$ cat src/assert_macros.svh
`ifndef ASSERT_MACROS_SVH
`define ASSERT_MACROS_SVH

// Same-cycle implication, clocked on clk_i, disabled while rst_ni is low.
`define ASSERT_IMPL(lbl, ante, cons) \
  lbl: assert property (@(posedge clk_i) disable iff (!rst_ni) (ante) |-> (cons)) \
    else $error("assertion failed");

// Next-cycle implication.
`define ASSERT_NEXT(lbl, ante, cons) \
  lbl: assert property (@(posedge clk_i) disable iff (!rst_ni) (ante) |=> (cons)) \
    else $error("assertion failed");

`endif

$ cat src/mdsg_pkg.sv
`default_nettype none

package mdsg_pkg;

  localparam int unsigned MOTORS_DEF  = 6;
  localparam int unsigned MOTOR_IDX_W = 3;
  localparam int unsigned FREQ_W      = 23;
  localparam int unsigned MAX_FREQ_W  = 15;
  localparam int unsigned SCALE_W     = 26;
  localparam int unsigned PHASE_W     = 32;
  localparam int unsigned LEVELS_W    = 6;
  localparam int unsigned OP_W        = 2;
  localparam int unsigned CFG_IDX_W   = 1;
  localparam int unsigned CFG_DATA_W  = 26;
  localparam int unsigned IN_TDATA_W  = 32;
  localparam int unsigned OUT_TDATA_W = 16;
  localparam int unsigned FRAC_BITS   = 8;
  localparam int unsigned INC_SHIFT   = 16;
  localparam int unsigned PROD_W      = FREQ_W + SCALE_W;

  localparam logic [MAX_FREQ_W-1:0] MAX_FREQ_RST = 15'd20000;
  localparam logic [SCALE_W-1:0]    SCALE_RST    = 26'd27487791;
  // 1 Hz in Q.8
  localparam logic [FREQ_W-1:0]     FREQ_ONE_HZ  = 23'd256;

  typedef enum logic [OP_W-1:0] {
    OP_TICK     = 2'd0,
    OP_SET_FREQ = 2'd1,
    OP_SET_DIR  = 2'd2
  } op_e;

  typedef enum logic [CFG_IDX_W-1:0] {
    CFG_MAX_FREQ    = 1'b0,
    CFG_PHASE_SCALE = 1'b1
  } cfg_idx_e;

  typedef struct packed {
    logic [MAX_FREQ_W-1:0] max_frequency;
    logic [SCALE_W-1:0]    phase_scale;
  } cfg_t;

endpackage

`default_nettype wire

$ cat src/multi_axis_dds_step_generator.sv
// Multi-axis DDS step-pulse generator.
// Input stream (s_axis): one beat is one command. tuser carries the opcode:
// tick, set frequency or set direction. tdata carries motor index,
// frequency (Q.8 Hz) and the forward flag.
// Output stream (m_axis): exactly one beat per command, holding the step and
// direction pin levels of motors 0..5 after that command.
// Config port: cfg_we_i writes register cfg_addr_i (0 max frequency in Hz,
// 1 phase scale) at the clock edge; write only while the block is idle.
// Per-motor phase accumulators and increments live in two simple dual-port
// synchronous RAMs (one write, one read port). A tick streams the motors
// through a read / add-write pipeline, one motor per cycle. Set frequency runs
// through a three-stage clamp / multiply / saturate unit. Set direction and
// ignored commands go straight to the result stage. One command is in work at
// a time; s_axis_tready returns the cycle after the result is loaded.
// Reset clears all accumulators, increments, pulses and directions at once.
// When m_axis stalls, the result waits in the output register; the next
// command is accepted meanwhile but its result is held, with s_axis_tready
// low, until the slot frees.
`default_nettype none
`include "assert_macros.svh"

module multi_axis_dds_step_generator #(
  parameter int unsigned MOTORS = mdsg_pkg::MOTORS_DEF
) (
  input  wire logic                              clk_i,
  input  wire logic                              rst_ni,
  // stream in
  input  wire logic                              s_axis_tvalid,
  output logic                                   s_axis_tready,
  // [2:0] motor_index, [25:3] frequency_q8, [26] forward_flag, rest zero
  input  wire logic [mdsg_pkg::IN_TDATA_W-1:0]   s_axis_tdata,
  // [1:0] opcode
  input  wire logic [mdsg_pkg::OP_W-1:0]         s_axis_tuser,
  // stream out
  output logic                                   m_axis_tvalid,
  input  wire logic                              m_axis_tready,
  // [5:0] step_levels, [11:6] direction_levels, rest zero
  output logic      [mdsg_pkg::OUT_TDATA_W-1:0]  m_axis_tdata,
  // configuration
  input  wire logic                              cfg_we_i,
  input  wire logic [mdsg_pkg::CFG_IDX_W-1:0]    cfg_addr_i,
  input  wire logic [mdsg_pkg::CFG_DATA_W-1:0]   cfg_wdata_i
);

  import mdsg_pkg::*;

  localparam int unsigned IdxW = (MOTORS > 1) ? $clog2(MOTORS) : 1;
  localparam logic [IdxW-1:0] LastIdx = IdxW'(MOTORS - 1);

  typedef enum logic [1:0] {
    ST_IDLE,
    ST_TICK,
    ST_FREQ,
    ST_FINISH
  } state_e;

  state_e                  state_q;
  cfg_t                    cfg_q;
  logic [IdxW-1:0]         rd_idx_q;
  logic                    rd_busy_q;
  logic [IdxW-1:0]         wr_idx_q;
  logic                    wr_vld_q;
  logic [IdxW-1:0]         set_idx_q;
  logic [MOTORS-1:0]       pulse_q;
  logic [MOTORS-1:0]       dir_q;
  logic                    m_valid_q;
  logic [OUT_TDATA_W-1:0]  m_data_q;

  op_e                     in_op;
  logic [MOTOR_IDX_W-1:0]  in_idx;
  logic [FREQ_W-1:0]       in_freq;
  logic                    in_fwd;
  logic                    idx_ok;
  logic                    accept;

  logic [PHASE_W-1:0]      acc_rd;
  logic [PHASE_W-1:0]      inc_rd;
  logic [PHASE_W:0]        sum;
  logic                    inc_nz;
  logic                    acc_we;
  logic                    calc_start;
  logic                    calc_done;
  logic [PHASE_W-1:0]      calc_incr;
  logic [LEVELS_W-1:0]     step_lv;
  logic [LEVELS_W-1:0]     dir_lv;

  assign in_op   = op_e'(s_axis_tuser);
  assign in_idx  = s_axis_tdata[MOTOR_IDX_W-1:0];
  assign in_freq = s_axis_tdata[MOTOR_IDX_W +: FREQ_W];
  assign in_fwd  = s_axis_tdata[MOTOR_IDX_W + FREQ_W];
  assign idx_ok  = (32'(in_idx) < MOTORS);

  assign s_axis_tready = (state_q == ST_IDLE);
  assign accept        = s_axis_tvalid & s_axis_tready;
  assign calc_start    = accept && (in_op == OP_SET_FREQ) && idx_ok;

  // tick write stage: data from the reads issued last cycle
  assign sum    = {1'b0, acc_rd} + {1'b0, inc_rd};
  assign inc_nz = |inc_rd;
  assign acc_we = wr_vld_q & inc_nz;

  mdsg_ram #(
    .DEPTH  (MOTORS),
    .WIDTH  (PHASE_W),
    .ADDR_W (IdxW)
  ) u_acc_ram (
    .clk_i     (clk_i),
    .rst_ni    (rst_ni),
    .wr_en_i   (acc_we),
    .wr_addr_i (wr_idx_q),
    .wr_data_i (sum[PHASE_W-1:0]),
    .rd_en_i   (rd_busy_q),
    .rd_addr_i (rd_idx_q),
    .rd_data_o (acc_rd)
  );

  mdsg_ram #(
    .DEPTH  (MOTORS),
    .WIDTH  (PHASE_W),
    .ADDR_W (IdxW)
  ) u_inc_ram (
    .clk_i     (clk_i),
    .rst_ni    (rst_ni),
    .wr_en_i   (calc_done),
    .wr_addr_i (set_idx_q),
    .wr_data_i (calc_incr),
    .rd_en_i   (rd_busy_q),
    .rd_addr_i (rd_idx_q),
    .rd_data_o (inc_rd)
  );

  mdsg_incr_calc u_incr_calc (
    .clk_i   (clk_i),
    .rst_ni  (rst_ni),
    .start_i (calc_start),
    .freq_i  (in_freq),
    .cfg_i   (cfg_q),
    .done_o  (calc_done),
    .incr_o  (calc_incr)
  );

  // only motors 0..5 are reported
  for (genvar g = 0; g < LEVELS_W; g++) begin : g_levels
    if (g < MOTORS) begin : g_used
      assign step_lv[g] = pulse_q[g];
      assign dir_lv[g]  = dir_q[g];
    end else begin : g_unused
      assign step_lv[g] = 1'b0;
      assign dir_lv[g]  = 1'b0;
    end
  end

  always_ff @(posedge clk_i or negedge rst_ni) begin
    if (!rst_ni) begin
      state_q   <= ST_IDLE;
      cfg_q     <= '{max_frequency: MAX_FREQ_RST, phase_scale: SCALE_RST};
      rd_idx_q  <= '0;
      rd_busy_q <= 1'b0;
      wr_idx_q  <= '0;
      wr_vld_q  <= 1'b0;
      set_idx_q <= '0;
      pulse_q   <= '0;
      dir_q     <= '0;
      m_valid_q <= 1'b0;
      m_data_q  <= '0;
    end else begin
      if (cfg_we_i) begin
        case (cfg_idx_e'(cfg_addr_i))
          CFG_MAX_FREQ:    cfg_q.max_frequency <= cfg_wdata_i[MAX_FREQ_W-1:0];
          CFG_PHASE_SCALE: cfg_q.phase_scale   <= cfg_wdata_i[SCALE_W-1:0];
          default: ;
        endcase
      end

      // read issue stage
      wr_vld_q <= rd_busy_q;
      wr_idx_q <= rd_idx_q;
      if (rd_busy_q) begin
        if (rd_idx_q == LastIdx) begin
          rd_busy_q <= 1'b0;
        end else begin
          rd_idx_q <= rd_idx_q + 1'b1;
        end
      end

      // pulse lasts one tick: rewritten on every tick for every motor
      if (wr_vld_q) begin
        pulse_q[wr_idx_q] <= inc_nz & sum[PHASE_W];
      end

      // in ST_FINISH the output slot is reloaded below
      if (m_valid_q && m_axis_tready && (state_q != ST_FINISH)) begin
        m_valid_q <= 1'b0;
      end

      case (state_q)
        ST_IDLE: begin
          if (accept) begin
            set_idx_q <= IdxW'(in_idx);
            case (in_op)
              OP_TICK: begin
                rd_idx_q  <= '0;
                rd_busy_q <= 1'b1;
                state_q   <= ST_TICK;
              end
              OP_SET_FREQ: begin
                state_q <= idx_ok ? ST_FREQ : ST_FINISH;
              end
              OP_SET_DIR: begin
                if (idx_ok) begin
                  dir_q[IdxW'(in_idx)] <= in_fwd;
                end
                state_q <= ST_FINISH;
              end
              default: begin
                state_q <= ST_FINISH;
              end
            endcase
          end
        end
        ST_TICK: begin
          if (wr_vld_q && (wr_idx_q == LastIdx)) begin
            state_q <= ST_FINISH;
          end
        end
        ST_FREQ: begin
          if (calc_done) begin
            state_q <= ST_FINISH;
          end
        end
        ST_FINISH: begin
          if (!m_valid_q || m_axis_tready) begin
            m_valid_q <= 1'b1;
            m_data_q  <= OUT_TDATA_W'({dir_lv, step_lv});
            state_q   <= ST_IDLE;
          end
        end
        default: begin
          state_q <= ST_IDLE;
        end
      endcase
    end
  end

  assign m_axis_tvalid = m_valid_q;
  assign m_axis_tdata  = m_data_q;

  `ASSERT_IMPL(a_acc_no_overlap, acc_we && rd_busy_q, wr_idx_q != rd_idx_q)
  `ASSERT_IMPL(a_calc_in_freq, calc_done, state_q == ST_FREQ)
  `ASSERT_IMPL(a_tick_pipe_in_tick, rd_busy_q || wr_vld_q, state_q == ST_TICK)
  `ASSERT_NEXT(a_accept_leaves_idle, s_axis_tvalid && s_axis_tready, state_q != ST_IDLE)

endmodule

`default_nettype wire

$ cat src/mdsg_ram.sv
`default_nettype none

module mdsg_ram #(
  parameter int unsigned DEPTH  = 6,
  parameter int unsigned WIDTH  = 32,
  parameter int unsigned ADDR_W = 3
) (
  input  wire logic              clk_i,
  input  wire logic              rst_ni,
  input  wire logic              wr_en_i,
  input  wire logic [ADDR_W-1:0] wr_addr_i,
  input  wire logic [WIDTH-1:0]  wr_data_i,
  input  wire logic              rd_en_i,
  input  wire logic [ADDR_W-1:0] rd_addr_i,
  output logic      [WIDTH-1:0]  rd_data_o
);

  logic [WIDTH-1:0] mem [DEPTH];
  logic [WIDTH-1:0] rd_data_q;
  logic [DEPTH-1:0] vld_q;
  logic             rd_vld_q;

  always_ff @(posedge clk_i) begin
    if (wr_en_i) begin
      mem[wr_addr_i] <= wr_data_i;
    end
    if (rd_en_i) begin
      rd_data_q <= mem[rd_addr_i];
    end
  end

  // entries never written read as zero
  always_ff @(posedge clk_i or negedge rst_ni) begin
    if (!rst_ni) begin
      vld_q    <= '0;
      rd_vld_q <= 1'b0;
    end else begin
      if (wr_en_i) begin
        vld_q[wr_addr_i] <= 1'b1;
      end
      if (rd_en_i) begin
        rd_vld_q <= vld_q[rd_addr_i];
      end
    end
  end

  assign rd_data_o = rd_vld_q ? rd_data_q : '0;

endmodule

`default_nettype wire

$ cat src/mdsg_incr_calc.sv
`default_nettype none

module mdsg_incr_calc (
  input  wire logic                          clk_i,
  input  wire logic                          rst_ni,
  input  wire logic                          start_i,
  input  wire logic [mdsg_pkg::FREQ_W-1:0]   freq_i,
  input  wire mdsg_pkg::cfg_t                cfg_i,
  output logic                               done_o,
  output logic      [mdsg_pkg::PHASE_W-1:0]  incr_o
);

  import mdsg_pkg::*;

  logic [FREQ_W-1:0]  limit;
  logic [FREQ_W-1:0]  f_clamp;
  logic [FREQ_W-1:0]  f_q;
  logic [PROD_W-1:0]  prod_q;
  logic [PHASE_W-1:0] incr_q;
  logic [2:0]         vld_q;
  logic               sat;

  assign limit = {cfg_i.max_frequency, FRAC_BITS'(0)};

  always_comb begin
    if (freq_i < FREQ_ONE_HZ) begin
      f_clamp = '0;
    end else if (freq_i > limit) begin
      f_clamp = limit;
    end else begin
      f_clamp = freq_i;
    end
  end

  assign sat = |prod_q[PROD_W-1:INC_SHIFT+PHASE_W];

  always_ff @(posedge clk_i) begin
    f_q    <= f_clamp;
    prod_q <= PROD_W'(f_q) * PROD_W'(cfg_i.phase_scale);
    incr_q <= sat ? '1 : prod_q[INC_SHIFT +: PHASE_W];
  end

  always_ff @(posedge clk_i or negedge rst_ni) begin
    if (!rst_ni) begin
      vld_q <= '0;
    end else begin
      vld_q <= {vld_q[1:0], start_i};
    end
  end

  assign done_o = vld_q[2];
  assign incr_o = incr_q;

endmodule

`default_nettype wire

$ cat config.mk
export PLATFORM = sky130hd
export DESIGN_NAME = multi_axis_dds_step_generator
export DESIGN_NICKNAME = d
export VERILOG_FILES = /design/src/mdsg_pkg.sv /design/src/multi_axis_dds_step_generator.sv /design/src/mdsg_ram.sv /design/src/mdsg_incr_calc.sv
export VERILOG_INCLUDE_DIRS = /design/src /design/src/src
export SDC_FILE = /design/constraint.sdc
export NUM_CORES = 2
export LEC_CHECK = 0
export BUFFER_PORTS_ARGS = -buffer_cell sky130_fd_sc_hd__buf_2
export CAP_MARGIN = 15
export CORE_UTILIZATION = 59
export DETAILED_ROUTE_END_ITERATION = 6
export PLACE_DENSITY = 0.8
export REMOVE_ABC_BUFFERS = 1
export SLEW_MARGIN = 20
export SYNTH_ARGS = -nofsm -noshare
export SYNTH_HDL_FRONTEND = slang
export SYNTH_HIERARCHICAL = 1
export SYNTH_SLANG_ARGS = --single-unit
$ cat constraint.sdc
create_clock -name clk_i -period 8.2 [get_ports clk_i]
set_clock_uncertainty 0.05 [all_clocks]
set_input_delay 0.41 -clock clk_i [delete_from_list [all_inputs] [get_ports clk_i]]
set_output_delay 0.41 -clock clk_i [all_outputs]
set_load 0.1 [all_outputs]
==> key figures <==
Yosys
  • Post-synth design cell area: 44500 sq um
  • Post-synthesis compound-gate area fraction: under 10%
  • Mux cell area share after synthesis: roughly 6.6%
  • Adder-cell share of the synthesized area: between 20% and 30%
  • Syn Inst Count: roughly 3800
  • Cell variety after synth: 80
  • #FFs+latches synth: between 600 and 700
  • Post-synth top area cell: edfxtp_1
  • Ys Warns: 6
  • Top_reg_cell synth: edfxtp_1
  • Seq/Total Area, Yosys: between 30 and 40%
  • Syn Area/Cell: 11.7 sq um
  • Synth Area in Simple Gates: about an eighth
  • Area share of xor/xnor cells in the synthesized design: approximately 1.2%
  • Ys async rst share: about 15%
  • Synth top area share: between 30% and 40%
  • Synth area leaders: edfxtp_1 30%, fa_1 23%, ha_1 6.3%
  • Post-synth EDFFs: around 450
  • Largest family of logic cells by synthesized area: adder cells

Final layout
  • Commonest non-fill, non-tap cells in the layout: 593 x inv_1, 501 x fa_1, 448 x edfxtp_1
  • Area of the multi-input gates: roughly 24000 sq um
  • Sequential cell area: approximately 18000 sq um
  • Area growth, synth to finish: 9.29%
  • Share of cells above drive strength 1: between 10% and 20%
  • Fillers: about 5400
  • Final net count: 4677
  • Most common cell after layout, fill and taps aside: inv_1

Setup path
  • Worst setup path startpoint: u_incr_calc/f_q[5]
  • CP max stage cell: dfxtp_1
  • CP dominant cell by count: fa_1
  • Flop2flop setup slack: ~0.61 ns
  • RR Startpoint: u_incr_calc/f_q[5]
  • Max FO, Critical Path: 26
  • Worst stage delay on the critical path: between 0.9 and 1 ns
  • Endpoint of the worst register-to-register path: u_incr_calc/prod_q[43]
  • Path depth of the worst reg2reg path: 22
  • Startpoint types: register
  • Critical Path Sink Type: register
  • Critical path data arrival time: 8.04 ns
  • CP Cell Sequence: and2_1 > fa_1 > fa_1 > inv_1 > fa_1 > fa_1 > inv_1 > fa_1 > fa_1 > inv_1 > fa_1 > inv_1 > ha_1 > a21oi_1 > o21ai_1 > a311oi_1 > o21ai_0 > o211ai_1 > nand2_1 > a31oi_1 > o21ai_1 > xor2_1
  • Crit path kind: reg2reg
  • Termination of the worst setup path: u_incr_calc/prod_q[43]
  • CP required: just under 9 ns

Global route
  • Met3 usage: 4.69%
  • GR Util met1: approximately a third
  • Global Route Usage Sum: about a quarter
  • Largest net degree at the start of global routing: 115
  • Met2 usage: between 40 and 50%
  • Grt ovf: 0
  • First-pass GRT wire length: ~160 mm
  • Antenna violations before repair: 0
  • Vias in the first global route: approximately 30000
  • Gr busiest metal: met2

Floorplan
  • Die X: 277 microns
  • Cell Rows: 100
  • Die Y: around 280 microns
  • Placeable core region: roughly 75000 sq um
  • Full die area: around 77000 sq um
  • Starting Density: 59.7%
  • I/O pin count: 84

Timing
  • Final setup viols: 0
  • RSZ-0062 raised after global routing: no
  • F_max: 0.132 GHz
  • Max-slew violation count: 0
  • Slew @ Worst Pin: between 1 and 1.5 ns
  • Tmin final: roughly 7.6 ns
  • Fin. Hold Viols: 0
  • Total Neg Setup Slack: 0 ns
  • Final Cycle Share: around 90%
  • Relative slew slack: between 20% and 30%

Routing
  • DR WL/cell: 19.7 microns
  • Via density per instance: 5.71
  • Routed wire length: ~97 mm
  • DR pass1 iterations: 5
  • Routed Antenna Nets: 0
  • Drt drc: 0
  • 1st-iter DRT viols: 2296
  • Via count: approximately 28000

Clock tree
  • CTS Buf Count: between 60 and 70
  • Gates resized, CTS repair: 0
  • Setup Fix Bufs, Post-CTS: 0
  • Cts hold-fix bufs: 46
  • H-tree levels: 3
  • Total clock sinks: approximately 630
  • Clock latency on the worst-skew pair: between 0.6 and 0.7 ns
  • Clk root buf: clkbuf_16
  • Clock Pin Slew Worst Setup and Hold Paths: 0.06 ns
  • TritonCTS clock tree: built
  • Bufs on Longest Clock Path: 3

Placed design
  • Number of port buffers: 74
  • GPL Wtd Cong: 0.897
  • DP HPWL: 66.9 mm

Job
  • Max_cap viols: 0

Hold path
  • Hold Crit Class: in2reg

Run status
  • Status: completed
flip-flops by register name, summed over array words and instances, names as in the netlist, 3 cells and up:
signal and flops:
cfg_q 41, u_incr_calc/f_q 23, u_incr_calc/prod_q 33, u_acc_ram/rd_data_q 32
u_acc_ram/mem 192, u_inc_ram/vld_q 6, set_idx_q 3, u_inc_ram/mem 192
u_acc_ram/vld_q 6, u_inc_ram/rd_data_q 32, m_axis_tdata 12, pulse_q 6
dir_lv 6, wr_idx_q 3, u_incr_calc/incr_o 32, rd_idx_q 3
u_incr_calc/vld_q 3
routing by layer:
layer / up-vias / wire (microns)
met5: - / 0
met4: 0 / 2530
met3: 172 / 6900
met2: 1096 / 48100
met1: 14200 / 39300
li1: 12600 / -
cell usage after synthesis (16+ instances only):
master      n
fa_1      501
a21o_1     32
nand2_1   419
inv_1     593
nor3_1     23
nand4_1    26
or2_2      46
nand2b_1   16
dfxtp_1    88
a21oi_1   156
nand3_1    18
o21ai_0    40
xnor2_1    42
and2_1    327
clkbuf_1  145
ha_1      225
nor2_1    120
xor2_1     19
dfstp_2    20
buf_2      18
mux4_2     66
o31ai_1    17
mux2i_1    70
dfrtp_1    76
mux2_2     65
edfxtp_1  448
worst max-delay path, delay by kind of cell (launching register included):
family	cells	cell delay (ns)
AOI/OAI and AO/OA	7	1.86
xor gates and xnor gates	1	0.15
adders and majority gates	8	3.76
buffers and inverters	4	0.21
DFF	1	0.96
and+or+nand+nor	2	0.49
kinds of logic after synthesis:
kind of cell	Yosys count
fa+ha+maj	726
buf+inv	779
compound gates	356
xor+xnor	61
other cells	1
flops	632
simple gates	1058
mux	201
worst min-delay path by stage:
stage	start	to	slack (ns)	cells after the start
4_1_cts	s_axis_tdata[0]	set_idx_q[0]	0.002	2
3_5_place_dp	u_incr_calc/vld_q[1]	u_incr_calc/vld_q[2]	0.28	0
5_1_grt	s_axis_tdata[24]	u_incr_calc/f_q[21]	0.01	3
6_report	s_axis_tdata[20]	u_incr_calc/f_q[17]	0.03	3
3_3_place_gp	u_incr_calc/vld_q[1]	u_incr_calc/vld_q[2]	0.28	0
2_1_floorplan	rst_ni	cfg_q[12]	0.06	0
stage by stage:
stage | setup WS (ns) | hold WS (ns) | util [%] | instances | instance area (sq um)
6_report | 0.611 | 0.0269 | 65.3 | 4910 | 48700
3_3_place_gp | 0.846 | 0.283 | 61.5 | 4736 | 45900
2_1_floorplan | 1.75 | 0.0644 | - | 3631 | 43700
4_1_cts | 0.680 | 0.00162 | 65.2 | 4906 | 48600
5_1_grt | 0.334 | 0.0149 | 65.3 | 4909 | 48700
3_5_place_dp | 0.739 | 0.285 | 61.5 | 4736 | 45900
area by class of cell:
cell class,count,area share [%]
Sequential cell,632,36.3
Timing Repair Buffer,185,2.85
Inverter,593,4.57
Clock buffer,85,3.73
Tap cell,969,2.49
Multi-Input combinational cell,2406,49.2
Antenna cell,1,0.00514
Clock inverter,39,0.925
Power is left out: the tool's default activity adds up to more than one toggle a clock period on the data nets, which glitch-free logic cannot reach.
